**src/rtl/core/itrd_pkg.sv**
```systemverilog
// shared types and constants of the integer to radix digits converter
`timescale 1ns / 1ps

package itrd_pkg;

  localparam int unsigned SYM_W       = 8;
  localparam int unsigned NUM_SYMBOLS = 16;
  localparam int unsigned MAX_SYMBOLS = 16;
  localparam int unsigned DIGIT_W     = 4;
  localparam int unsigned COUNT_W     = 5;
  localparam int unsigned CFG_IDX_W   = 2;
  localparam int unsigned CFG_DATA_W  = 64;
  localparam int unsigned ALPHA_W     = NUM_SYMBOLS * SYM_W;

  // value bits the divider consumes per cycle
  localparam int unsigned DIV_STEP_BITS = 4;

  localparam logic [SYM_W-1:0]   CH_PLUS   = 8'h2B;
  localparam logic [SYM_W-1:0]   CH_MINUS  = 8'h2D;
  localparam logic [COUNT_W-1:0] MIN_RADIX = 5'd2;

  localparam logic [CFG_IDX_W-1:0] CFG_DIGIT_COUNT  = 2'd0;
  localparam logic [CFG_IDX_W-1:0] CFG_SYMBOLS_LOW  = 2'd1;
  localparam logic [CFG_IDX_W-1:0] CFG_SYMBOLS_HIGH = 2'd2;

  typedef enum logic [3:0] {
    ST_IDLE = 4'b0001,
    ST_DIV  = 4'b0010,
    ST_SIGN = 4'b0100,
    ST_EMIT = 4'b1000
  } state_e;

  typedef struct packed {
    logic load;
    logic run;
  } div_ctrl_t;

  typedef struct packed {
    logic               digit_valid;
    logic               quot_zero;
    logic [DIGIT_W-1:0] digit;
  } div_stat_t;

endpackage

```
**src/rtl/core/itrd_alpha_check.sv**
```systemverilog
// alphabet validity check over the configured digit symbols
`timescale 1ns / 1ps

module itrd_alpha_check (
  input  logic                               clk_i,
  input  logic                               rst_ni,
  input  logic [itrd_pkg::COUNT_W-1:0]       digit_count_i,
  input  logic [itrd_pkg::ALPHA_W-1:0]       symbols_i,
  output logic                               ok_o
);

  logic ok_d, ok_q;

  always_comb begin
    logic [itrd_pkg::SYM_W-1:0] ci;
    logic [itrd_pkg::SYM_W-1:0] cj;
    ok_d = 1'b1;
    if (digit_count_i < itrd_pkg::MIN_RADIX ||
        digit_count_i > itrd_pkg::COUNT_W'(itrd_pkg::MAX_SYMBOLS)) begin
      ok_d = 1'b0;
    end
    for (int i = 0; i < itrd_pkg::NUM_SYMBOLS; i++) begin
      ci = symbols_i[i*itrd_pkg::SYM_W +: itrd_pkg::SYM_W];
      if (itrd_pkg::COUNT_W'(i) < digit_count_i) begin
        if (ci == '0 || ci == itrd_pkg::CH_PLUS || ci == itrd_pkg::CH_MINUS) begin
          ok_d = 1'b0;
        end
      end
      for (int j = i + 1; j < itrd_pkg::NUM_SYMBOLS; j++) begin
        cj = symbols_i[j*itrd_pkg::SYM_W +: itrd_pkg::SYM_W];
        // the later symbol inside the count implies the earlier one is too
        if (itrd_pkg::COUNT_W'(j) < digit_count_i && ci == cj) begin
          ok_d = 1'b0;
        end
      end
    end
  end

  always_ff @(posedge clk_i or negedge rst_ni) begin
    if (!rst_ni) begin
      ok_q <= 1'b0;
    end else begin
      ok_q <= ok_d;
    end
  end

  assign ok_o = ok_q;

endmodule

```
**src/rtl/core/itrd_divider.sv**
```systemverilog
// digit serial divider: divides the magnitude by the radix a few bits per cycle
`timescale 1ns / 1ps

module itrd_divider #(
  parameter int unsigned VALUE_BITS = 32
) (
  input  logic                          clk_i,
  input  logic                          rst_ni,
  input  itrd_pkg::div_ctrl_t           ctrl_i,
  input  logic [VALUE_BITS-1:0]         mag_i,
  input  logic [itrd_pkg::COUNT_W-1:0]  radix_i,
  output itrd_pkg::div_stat_t           stat_o
);

  localparam int unsigned STEP_BITS = itrd_pkg::DIV_STEP_BITS;
  localparam int unsigned QW        = ((VALUE_BITS + STEP_BITS - 1) / STEP_BITS) * STEP_BITS;
  localparam int unsigned STEPS     = QW / STEP_BITS;
  localparam int unsigned CNT_W     = (STEPS > 1) ? $clog2(STEPS) : 1;
  localparam int unsigned REM_W     = itrd_pkg::COUNT_W + 1;

  logic [QW-1:0]                   num_q, num_d;
  logic [itrd_pkg::COUNT_W-1:0]    rem_q;
  logic [REM_W-1:0]                rem;
  logic [STEP_BITS-1:0]            qbits;
  logic [CNT_W-1:0]                cnt_q;
  logic                            last_step;

  // restoring division, one quotient bit per inner step
  always_comb begin
    rem   = {1'b0, rem_q};
    qbits = '0;
    for (int k = 0; k < STEP_BITS; k++) begin
      rem = {rem[REM_W-2:0], num_q[QW-1-k]};
      if (rem >= {1'b0, radix_i}) begin
        rem                    = rem - {1'b0, radix_i};
        qbits[STEP_BITS-1-k]   = 1'b1;
      end
    end
    num_d = {num_q[QW-STEP_BITS-1:0], qbits};
  end

  assign last_step = (cnt_q == CNT_W'(STEPS - 1));

  always_ff @(posedge clk_i or negedge rst_ni) begin
    if (!rst_ni) begin
      cnt_q <= '0;
    end else if (ctrl_i.load) begin
      cnt_q <= '0;
    end else if (ctrl_i.run) begin
      cnt_q <= last_step ? '0 : cnt_q + 1'b1;
    end
  end

  always_ff @(posedge clk_i) begin
    if (ctrl_i.load) begin
      num_q <= QW'(mag_i);
      rem_q <= '0;
    end else if (ctrl_i.run) begin
      num_q <= num_d;
      rem_q <= last_step ? '0 : rem[itrd_pkg::COUNT_W-1:0];
    end
  end

  assign stat_o.digit_valid = ctrl_i.run & last_step;
  assign stat_o.quot_zero   = (num_d == '0);
  assign stat_o.digit       = rem[itrd_pkg::DIGIT_W-1:0];

endmodule

```
**src/rtl/core/integer_to_radix_digits.sv**
```systemverilog
// top level: signed integer to text in a configurable radix
//
// Usage: drive value_i and pulse start while busy is low; the request is taken
// at that edge and busy stays high until the final character has been issued.
// Characters leave on char_out_o with char_valid_o high for exactly one cycle,
// one per cycle; last_o marks the final character of the value. A negative
// value gives a leading minus sign, the most negative value prints 2^(N-1).
// The alphabet is written through cfg_we_i / cfg_idx_i / cfg_data_i while the
// block is idle: index 0 digit count, 1 symbols 0..7, 2 symbols 8..15. An
// invalid alphabet gives no characters at all for the request.
// Sequence: the divider produces the digits least significant first, each
// one after a full pass over the magnitude, four value bits per step; a
// negative value then passes through a sign state that issues the minus sign.
// Characters then leave one per cycle from the digit stack, and busy drops
// with the final character, which shows in the first idle cycle. An invalid
// alphabet keeps dividing until the quotient is exhausted or the digit stack
// is full before busy drops. The receiver cannot stall.
// Reset clears the configuration to zero (invalid alphabet) and idles the block.
`timescale 1ns / 1ps

module integer_to_radix_digits #(
  parameter int unsigned VALUE_BITS = 32
) (
  input  logic                              clk_i,
  input  logic                              rst_ni,
  input  logic                              start,
  output logic                              busy,
  input  logic signed [VALUE_BITS-1:0]      value_i,
  input  logic                              cfg_we_i,
  input  logic [itrd_pkg::CFG_IDX_W-1:0]    cfg_idx_i,
  input  logic [itrd_pkg::CFG_DATA_W-1:0]   cfg_data_i,
  output logic                              char_valid_o,
  output logic [itrd_pkg::SYM_W-1:0]        char_out_o,
  output logic                              last_o
);

  localparam int unsigned NW = $clog2(VALUE_BITS + 1);

  itrd_pkg::state_e                 state_q, state_d;
  logic [itrd_pkg::COUNT_W-1:0]     digit_count_q;
  logic [itrd_pkg::CFG_DATA_W-1:0]  symbols_low_q;
  logic [itrd_pkg::CFG_DATA_W-1:0]  symbols_high_q;
  logic [itrd_pkg::ALPHA_W-1:0]     symbols;
  logic                             alpha_ok;

  logic [VALUE_BITS-1:0]            val_u;
  logic [VALUE_BITS-1:0]            mag;
  logic                             neg_q;
  logic [NW-1:0]                    ndig_q, ndig_d;
  logic [itrd_pkg::DIGIT_W-1:0]     stack_q [VALUE_BITS];
  logic                             push, pop;

  itrd_pkg::div_ctrl_t              div_ctrl;
  itrd_pkg::div_stat_t              div_stat;

  logic                             char_valid_d, char_valid_q;
  logic [itrd_pkg::SYM_W-1:0]       char_d, char_q;
  logic                             last_d, last_q;
  logic                             accept;

  // configuration registers
  always_ff @(posedge clk_i or negedge rst_ni) begin
    if (!rst_ni) begin
      digit_count_q  <= '0;
      symbols_low_q  <= '0;
      symbols_high_q <= '0;
    end else if (cfg_we_i) begin
      unique case (cfg_idx_i)
        itrd_pkg::CFG_DIGIT_COUNT:  digit_count_q  <= cfg_data_i[itrd_pkg::COUNT_W-1:0];
        itrd_pkg::CFG_SYMBOLS_LOW:  symbols_low_q  <= cfg_data_i;
        itrd_pkg::CFG_SYMBOLS_HIGH: symbols_high_q <= cfg_data_i;
        default: ;
      endcase
    end
  end

  assign symbols = {symbols_high_q, symbols_low_q};

  itrd_alpha_check u_alpha_check (
    .clk_i         (clk_i),
    .rst_ni        (rst_ni),
    .digit_count_i (digit_count_q),
    .symbols_i     (symbols),
    .ok_o          (alpha_ok)
  );

  assign accept = start & ~busy;
  assign val_u  = value_i;
  assign mag    = val_u[VALUE_BITS-1] ? (~val_u + 1'b1) : val_u;

  assign div_ctrl.load = accept;
  assign div_ctrl.run  = (state_q == itrd_pkg::ST_DIV);

  itrd_divider #(
    .VALUE_BITS (VALUE_BITS)
  ) u_divider (
    .clk_i   (clk_i),
    .rst_ni  (rst_ni),
    .ctrl_i  (div_ctrl),
    .mag_i   (mag),
    .radix_i (digit_count_q),
    .stat_o  (div_stat)
  );

  always_comb begin
    state_d      = state_q;
    ndig_d       = ndig_q;
    push         = 1'b0;
    pop          = 1'b0;
    char_valid_d = 1'b0;
    char_d       = '0;
    last_d       = 1'b0;
    unique case (state_q)
      itrd_pkg::ST_IDLE: begin
        if (start) begin
          ndig_d  = '0;
          state_d = itrd_pkg::ST_DIV;
        end
      end
      itrd_pkg::ST_DIV: begin
        if (div_stat.digit_valid) begin
          push   = 1'b1;
          ndig_d = ndig_q + 1'b1;
          // quotient exhausted or stack full ends the division
          if (div_stat.quot_zero || ndig_q == NW'(VALUE_BITS - 1)) begin
            if (!alpha_ok) begin
              state_d = itrd_pkg::ST_IDLE;
            end else if (neg_q) begin
              state_d = itrd_pkg::ST_SIGN;
            end else begin
              state_d = itrd_pkg::ST_EMIT;
            end
          end
        end
      end
      itrd_pkg::ST_SIGN: begin
        char_valid_d = 1'b1;
        char_d       = itrd_pkg::CH_MINUS;
        state_d      = itrd_pkg::ST_EMIT;
      end
      itrd_pkg::ST_EMIT: begin
        pop          = 1'b1;
        char_valid_d = 1'b1;
        char_d       = symbols[{stack_q[0], 3'b000} +: itrd_pkg::SYM_W];
        last_d       = (ndig_q == NW'(1));
        ndig_d       = ndig_q - 1'b1;
        if (ndig_q == NW'(1)) begin
          state_d = itrd_pkg::ST_IDLE;
        end
      end
      default: state_d = itrd_pkg::ST_IDLE;
    endcase
  end

  always_ff @(posedge clk_i or negedge rst_ni) begin
    if (!rst_ni) begin
      state_q      <= itrd_pkg::ST_IDLE;
      ndig_q       <= '0;
      char_valid_q <= 1'b0;
    end else begin
      state_q      <= state_d;
      ndig_q       <= ndig_d;
      char_valid_q <= char_valid_d;
    end
  end

  // digit stack: push and pop at entry zero, most significant digit ends on top
  always_ff @(posedge clk_i) begin
    if (accept) begin
      neg_q <= val_u[VALUE_BITS-1];
    end
    if (push) begin
      stack_q[0] <= div_stat.digit;
      for (int i = 1; i < VALUE_BITS; i++) begin
        stack_q[i] <= stack_q[i-1];
      end
    end else if (pop) begin
      for (int i = 0; i < VALUE_BITS - 1; i++) begin
        stack_q[i] <= stack_q[i+1];
      end
    end
    char_q <= char_d;
    last_q <= last_d;
  end

  assign busy         = (state_q != itrd_pkg::ST_IDLE);
  assign char_valid_o = char_valid_q;
  assign char_out_o   = char_q;
  assign last_o       = last_q;

endmodule

```
**config.mk**
```make
export PLATFORM = sky130hd
export DESIGN_NAME = integer_to_radix_digits
export DESIGN_NICKNAME = d
export VERILOG_FILES = /design/src/rtl/core/itrd_pkg.sv /design/src/rtl/core/itrd_alpha_check.sv /design/src/rtl/core/itrd_divider.sv /design/src/rtl/core/integer_to_radix_digits.sv
export SDC_FILE = /design/constraint.sdc
export NUM_CORES = 1
export LEC_CHECK = 0
export BUFFER_PORTS_ARGS = -buffer_cell sky130_fd_sc_hd__buf_2
export CAP_MARGIN = 10
export CORE_UTILIZATION = 63
export DETAILED_ROUTE_END_ITERATION = 10
export GPL_TIMING_DRIVEN = 0
export PLACE_DENSITY = 0.81
export SETUP_SLACK_MARGIN = 0.5
export SYNTH_ARGS = -nofsm -noshare
export SYNTH_HDL_FRONTEND = slang
export SYNTH_HIERARCHICAL = 1
export SYNTH_SLANG_ARGS = --single-unit
```
**constraint.sdc**
```tcl
create_clock -name clk_i -period 9.5 [get_ports clk_i]
set_clock_uncertainty 0.2 [all_clocks]
set_input_delay 0.475 -clock clk_i [delete_from_list [all_inputs] [get_ports clk_i]]
set_output_delay 0.475 -clock clk_i [all_outputs]
set_load 0.1 [all_outputs]
```
# Yosys cells after proc, flatten, opt, wreduce, memory -nomap -nowiden
# Memories as Yosys holds them, arrays and structs flattened.
# Cells that the tools add are included.
[word_totals]
ramBits = 128
latchBits = 0
memories = 1
input_bits = 102
rom_bits = 0
register_bits = 195
[memory_table]
columns = ["name", "words", "width", "rd", "rd_ports_with_merged_regs", "wr", "line_no", "rtl"]
rows = [
  ["stack_q", 32, 4, 32, 0, 32, "integer_to_radix_digits.sv:50", "logic [itrd_pkg::DIGIT_W-1:0] stack_q [VALUE_BITS];"],
]
[classes]
n_div = 0
n_mul = 0
order_cmp = 22
n_reduce_logical = 180
n_addsub = 8
eq_ne = 166
shift = 1
mux = 219
bitwise = 35
[op_table]
columns = ["operator", "n"]
rows = [
  ["8-bit == test", 120],
  ["8-bit by 6-bit == test with 1-bit output (second input constant)", 32],
  ["1-bit 2-to-1 mux", 166],
  ["4-bit 2-to-1 mux", 37],
  ["8-bit logical NOT", 16],
  ["128-bit by 8-bit variable part select with 8-bit output", 1],
  ["1-bit logical AND", 120],
  ["32-bit 2-to-1 mux", 3],
  ["4-bit by 5-bit < comparator with 1-bit output (first input constant)", 8],
  ["1-bit logical OR", 34],
  ["32-bit by 1-bit adder with 32-bit output (second input constant)", 1],
  ["32-bit logical NOT", 1],
  ["32-bit NOT", 1],
  ["1-bit OR", 31],
  ["5-bit 2-to-1 mux", 5],
  ["6-bit by 5-bit greater-or-equal comparator with 1-bit output", 4],
  ["3-bit by 5-bit < comparator with 1-bit output (first input constant)", 4],
  ["5-bit subtractor", 4],
  ["6-bit one-hot mux with 3 select lines", 1],
  ["4-bit one-hot mux with 4 select lines", 1],
  ["8-bit one-hot mux with 2 select lines", 1],
  ["6-bit 2-to-1 mux", 2],
  ["1-bit by 5-bit < comparator with 1-bit output (first input constant)", 2],
  ["2-bit by 5-bit < comparator with 1-bit output (first input constant)", 2],
  ["26 further kinds", 34],
]

# Longest topological paths before layout
[depth]
word_depth = 155
mapped_depth = 32

# By module
# Netlist, hierarchy kept.
[by_module_without_submodules]
columns = ["module", "n_inst", "seq_area_each_um2", "area_per_inst_um2", "cells_each"]
rows = [
  ["integer_to_radix_digits", 1, 7658.6, 13241.4, 982],
  ["itrd_alpha_check", 1, 25.0, 13155.1, 1729],
  ["itrd_divider", 1, 1136.1, 2777.7, 231],
]

# Least setup slack after synthesis
# No wires, ideal clock.
[synth_path]
path_type = "reg-to-reg"
start = "reg digit_count_q[0] (netlist name)"
end = "mem stack_q[0][1] (netlist name) (data pin)"
setup_slack_ns = 2.462
stages_incl_launch_ff = 31
period_less_slack_ns = 7.038
t_arrival_ns = 6.585
cell_sequence = "dfrtp_1 ha_1 inv_1 fa_1 a21oi_1 or2_4 nand2_1 mux2_1 ha_1 nor2b_1 o21ai_0 a21boi_1 nor3_1 mux2i_1 ha_1 nor2b_1 o21ai_0 nand3b_1 a21oi_1 o31ai_4 mux2i_1 fa_1 a21o_1 a21o_1 a21o_1 a21oi_1 o211ai_1 mux2i_4 mux2_4 nand2_1 nand2_1"
[synth_rtl]
columns = ["item", "line_no", "rtl"]
rows = [
  ["start, declared", "integer_to_radix_digits.sv:40", "logic [itrd_pkg::COUNT_W-1:0] digit_count_q;"],
  ["start signal, assigned", "integer_to_radix_digits.sv:69", "itrd_pkg::CFG_DIGIT_COUNT: digit_count_q <= cfg_data_i[itrd_pkg::COUNT_W-1:0];"],
  ["end, declared", "integer_to_radix_digits.sv:50", ""],
]

==> results.md <==
- Run status: finished with violations
- Violated checks: hold timing
- CTS Buf Count: 35
- Yosys reg bits: 323
- Clk network pwr share: 16.8%
- Starting DRT DRC Count: 4,496
- Fraction of layout cells with a size suffix above 1: 23.0%
- Register area share after synthesis: 30.2%
- Commonest cells in the netlist: xnor2_1, xor2_1, nand2_1, mux2_2, buf_2
- Post-synth top area share: 17.1%
- Core Footprint: 0.0455 mm^2
- GRT Residual Overflow: 0
- FF+latch area: 0.00882 mm^2
- PortBufs: 112
- Residual DRC: 0
- Max-slew violation count: 0
- Crit path DAT: 8670 ps
- Min Tclk post-route: 8570 ps
- Chip height: 217 um
- P&R area growth vs syn: 10.8%
- Pre-Repair DR Iteration Count: 7
- Mean area per synthesized cell: 9.92 um^2
- Global-route wire length before repair: 177,000 um
- CTS clk-pin slew, worst paths: 70 ps
- P_sw: 4.06 mW
- DP Cell Count: 3,656
- Finished Layout Cells: 3,771
- Asr flop ratio synth: 45.8%
- Crit share post-route: 90.2%
- Number of global-route vias before repair: 26.4k
- Final Hold Viols: 1
- TritonCTS clock tree: done
- Largest net degree at the start of global routing: 111
- Switching portion of total power: 45.2%
- Initial Utilization: 64.1%
- Crit path max fanout: 12
- Via-to-Cell Ratio: 7.05
- I/O Pins: 113
- Antenna violations before repair: 5
- GRT Resource Usage Total: 52.0%
- Distinct cells, synth: 87
- CP required: 9600 ps
- Slew HR: 13.9%
- HP Class: input pin to register
- Internal: 4.93 mW
- Cts repair resizes: 0
- Vias: 26.6k
- Cell Area, Synth: 0.0292 mm^2
- Post-synth EDFFs: 161
- Tightest Pin Transition: 1270 ps
- CTS root buffer: clkbuf_16
- Std-Cell Rows: 78
- Clock buffer depth: 3
- Total wire length: 124,000 um
- Post-DR wirelength/cell: 33.0 um
- Crit path capture type: register
- Clk_lat worst skew: 560 ps
- Number of H-tree levels: 2
- P per Cell Area: 278 mW/mm^2
- Setup TNS: 0 ps
- Die W: 217 um
- Largest area contributor in the netlist: xnor2_1
- Die Area: 0.0472 mm^2
- Endpoints failing setup: 0
- Reg power frac: 22.8%
- CP Class: register to register
- Worst IR drop on VDD: 0.000378 V
- Synth warn: 6
- R2R setup slack: 930 ps
- Post-DP HPWL: 82,500 um
- Routability congestion estimate: 1.10
- P_leak: 12.6 nW
- Unrepaired setup endpoints after global routing: false
- Syn nets: 3,074
- Top-count cell post-synth: xnor2_1
- Gate power share: 60.4%
- Ys flop type: edfxtp_1
- Max-cap violations: 0
- Fill cells: 3,183
- Maximum clock frequency: 0.117 GHz
- Cell count after synthesis: 2,942
- Final hold slack: -0.802 ps
- Worst path max stage delay: 870 ps
- Multi-input logic area: 0.0183 mm^2
- CTS sink cnt: 323
- CP max-delay cell: dfrtp_1
- Area contributors post-synth: xnor2_1, edfxtp_1, xor2_1
- Setup crit start kind: register
- DRT antenna net count: 0
- Final Net Count: 3,273
==> critical path: cells and delay by family (launching register included) <==
family / cells / cell delay (ps)
AND/OR/NAND/NOR: 8 / 1350
AO/OA/AOI/OAI: 11 / 2310
multiplexers: 5 / 1660
flip-flops: 1 / 870
buffers and inverters: 1 / 60
adder cells (fa/ha/maj): 5 / 1840
==> flip-flops by register name (all words and copies together) (netlist names) <==
| signal | count |
|---|---|
| u_divider/cnt_q | 3 |
| last_o | 1 |
| digit_count_q | 5 |
| u_divider/num_q | 32 |
| state_q | 4 |
| char_valid_o | 1 |
| symbols_low_q | 64 |
| ndig_q | 6 |
| u_alpha_check/ok_o | 1 |
| stack_q | 128 |
| symbols_high_q | 64 |
| neg_q | 1 |
| char_out_o | 8 |
| u_divider/rem_q | 5 |
==> path summary, 6_finish.rpt <==
path                                  start            endpoint  depth (start not counted)
max                        digit_count_q[0]       stack_q[0][1]                         30
min                          cfg_data_i[30]  symbols_high_q[30]                          2
max reg2reg                digit_count_q[0]       stack_q[0][1]                         30
min reg2reg                 stack_q[0][122]     stack_q[0][126]                          0
max in group asynchronous            rst_ni    symbols_low_q[1]                          3
min in group asynchronous            rst_ni  u_alpha_check/ok_o                          2
==> stage by stage <==
stage          power, mW  area (um^2)  utilization [%]  setup WS, ps
3_3_place_gp        6.95        30500             67.0          1340
5_1_grt             9.26        32300             71.1           554
6_report            9.00        32300             71.1           933
2_1_floorplan       5.86        29200                -          2460
3_5_place_dp        7.15        30600             67.2          1090
4_1_cts             8.67        32200             70.9          1060
==> cells by family (layout without fill, tap and decap cells) <==
kind of cell             Yosys count  in the layout  synth area share [%]
buffers and inverters            352            578                  7.07
flip-flops                       323            323                  30.2
other                              0              3                     0
AO/OA/AOI/OAI                    208            208                  5.14
multiplexers                     276            276                  12.5
XOR/XNOR                        1010           1010                  30.3
adder cells (fa/ha/maj)           30             30                  1.39
AND/OR/NAND/NOR                  743            743                  13.3
==> per-layer routing <==
metal / GRT usage, % / part of all wire, %
met1: 64.1 / 35
met2: 75.7 / 41
met3: 18.0 / 14
met4: 37.4 / 9.3
met5: 0 / 0.0097
==> cells in the final DEF, fill, tap and decap left out, types with 18 or more instances in the layout <==
master and count:
a21oi_1 23, a31oi_1 18, buf_2 274, buf_4 95, clkbuf_1 50, clkbuf_16 38, dfrtp_1 147, dlygate4sd3_1 47
edfxtp_1 161, ha_1 26, inv_1 27, mux2_2 171, mux2_4 51, mux2i_1 19, mux4_2 32, nand2_1 258
nand3_1 43, nand4_1 143, nor2_1 47, nor3_1 49, nor4_1 126, o21ai_0 31, o22ai_1 28, xnor2_1 569
xor2_1 441
==> power by group through the flow <==
stage | logic, mW | clock network (mW) | registers (mW)
final | 5.44 | 1.51 | 2.05
after global placement | 4.94 | 0 | 2.01
after global routing | 5.66 | 1.56 | 2.05
after detailed placement | 5.12 | 0 | 2.03
after CTS | 5.18 | 1.49 | 2.01
after floorplan | 3.92 | 0 | 1.94
==> cell type report <==
class,count,area share (%)
inverters,28,0.348
well taps,600,2.32
clock inverters,16,0.720
multi-input cells,2267,56.6
flip-flops and latches,323,27.3
repair buffers,162,3.46
clock buffers,48,3.18
plain buffers,324,6.04
diodes,3,0.0232
==> timing repair <==
action | 4_1_cts | 5_1_grt
buffers inserted | 0 | 0
hold buffers | 42 | 5
hold endpoints to repair | 105 | 5
(Power assumes the default switching activity.)
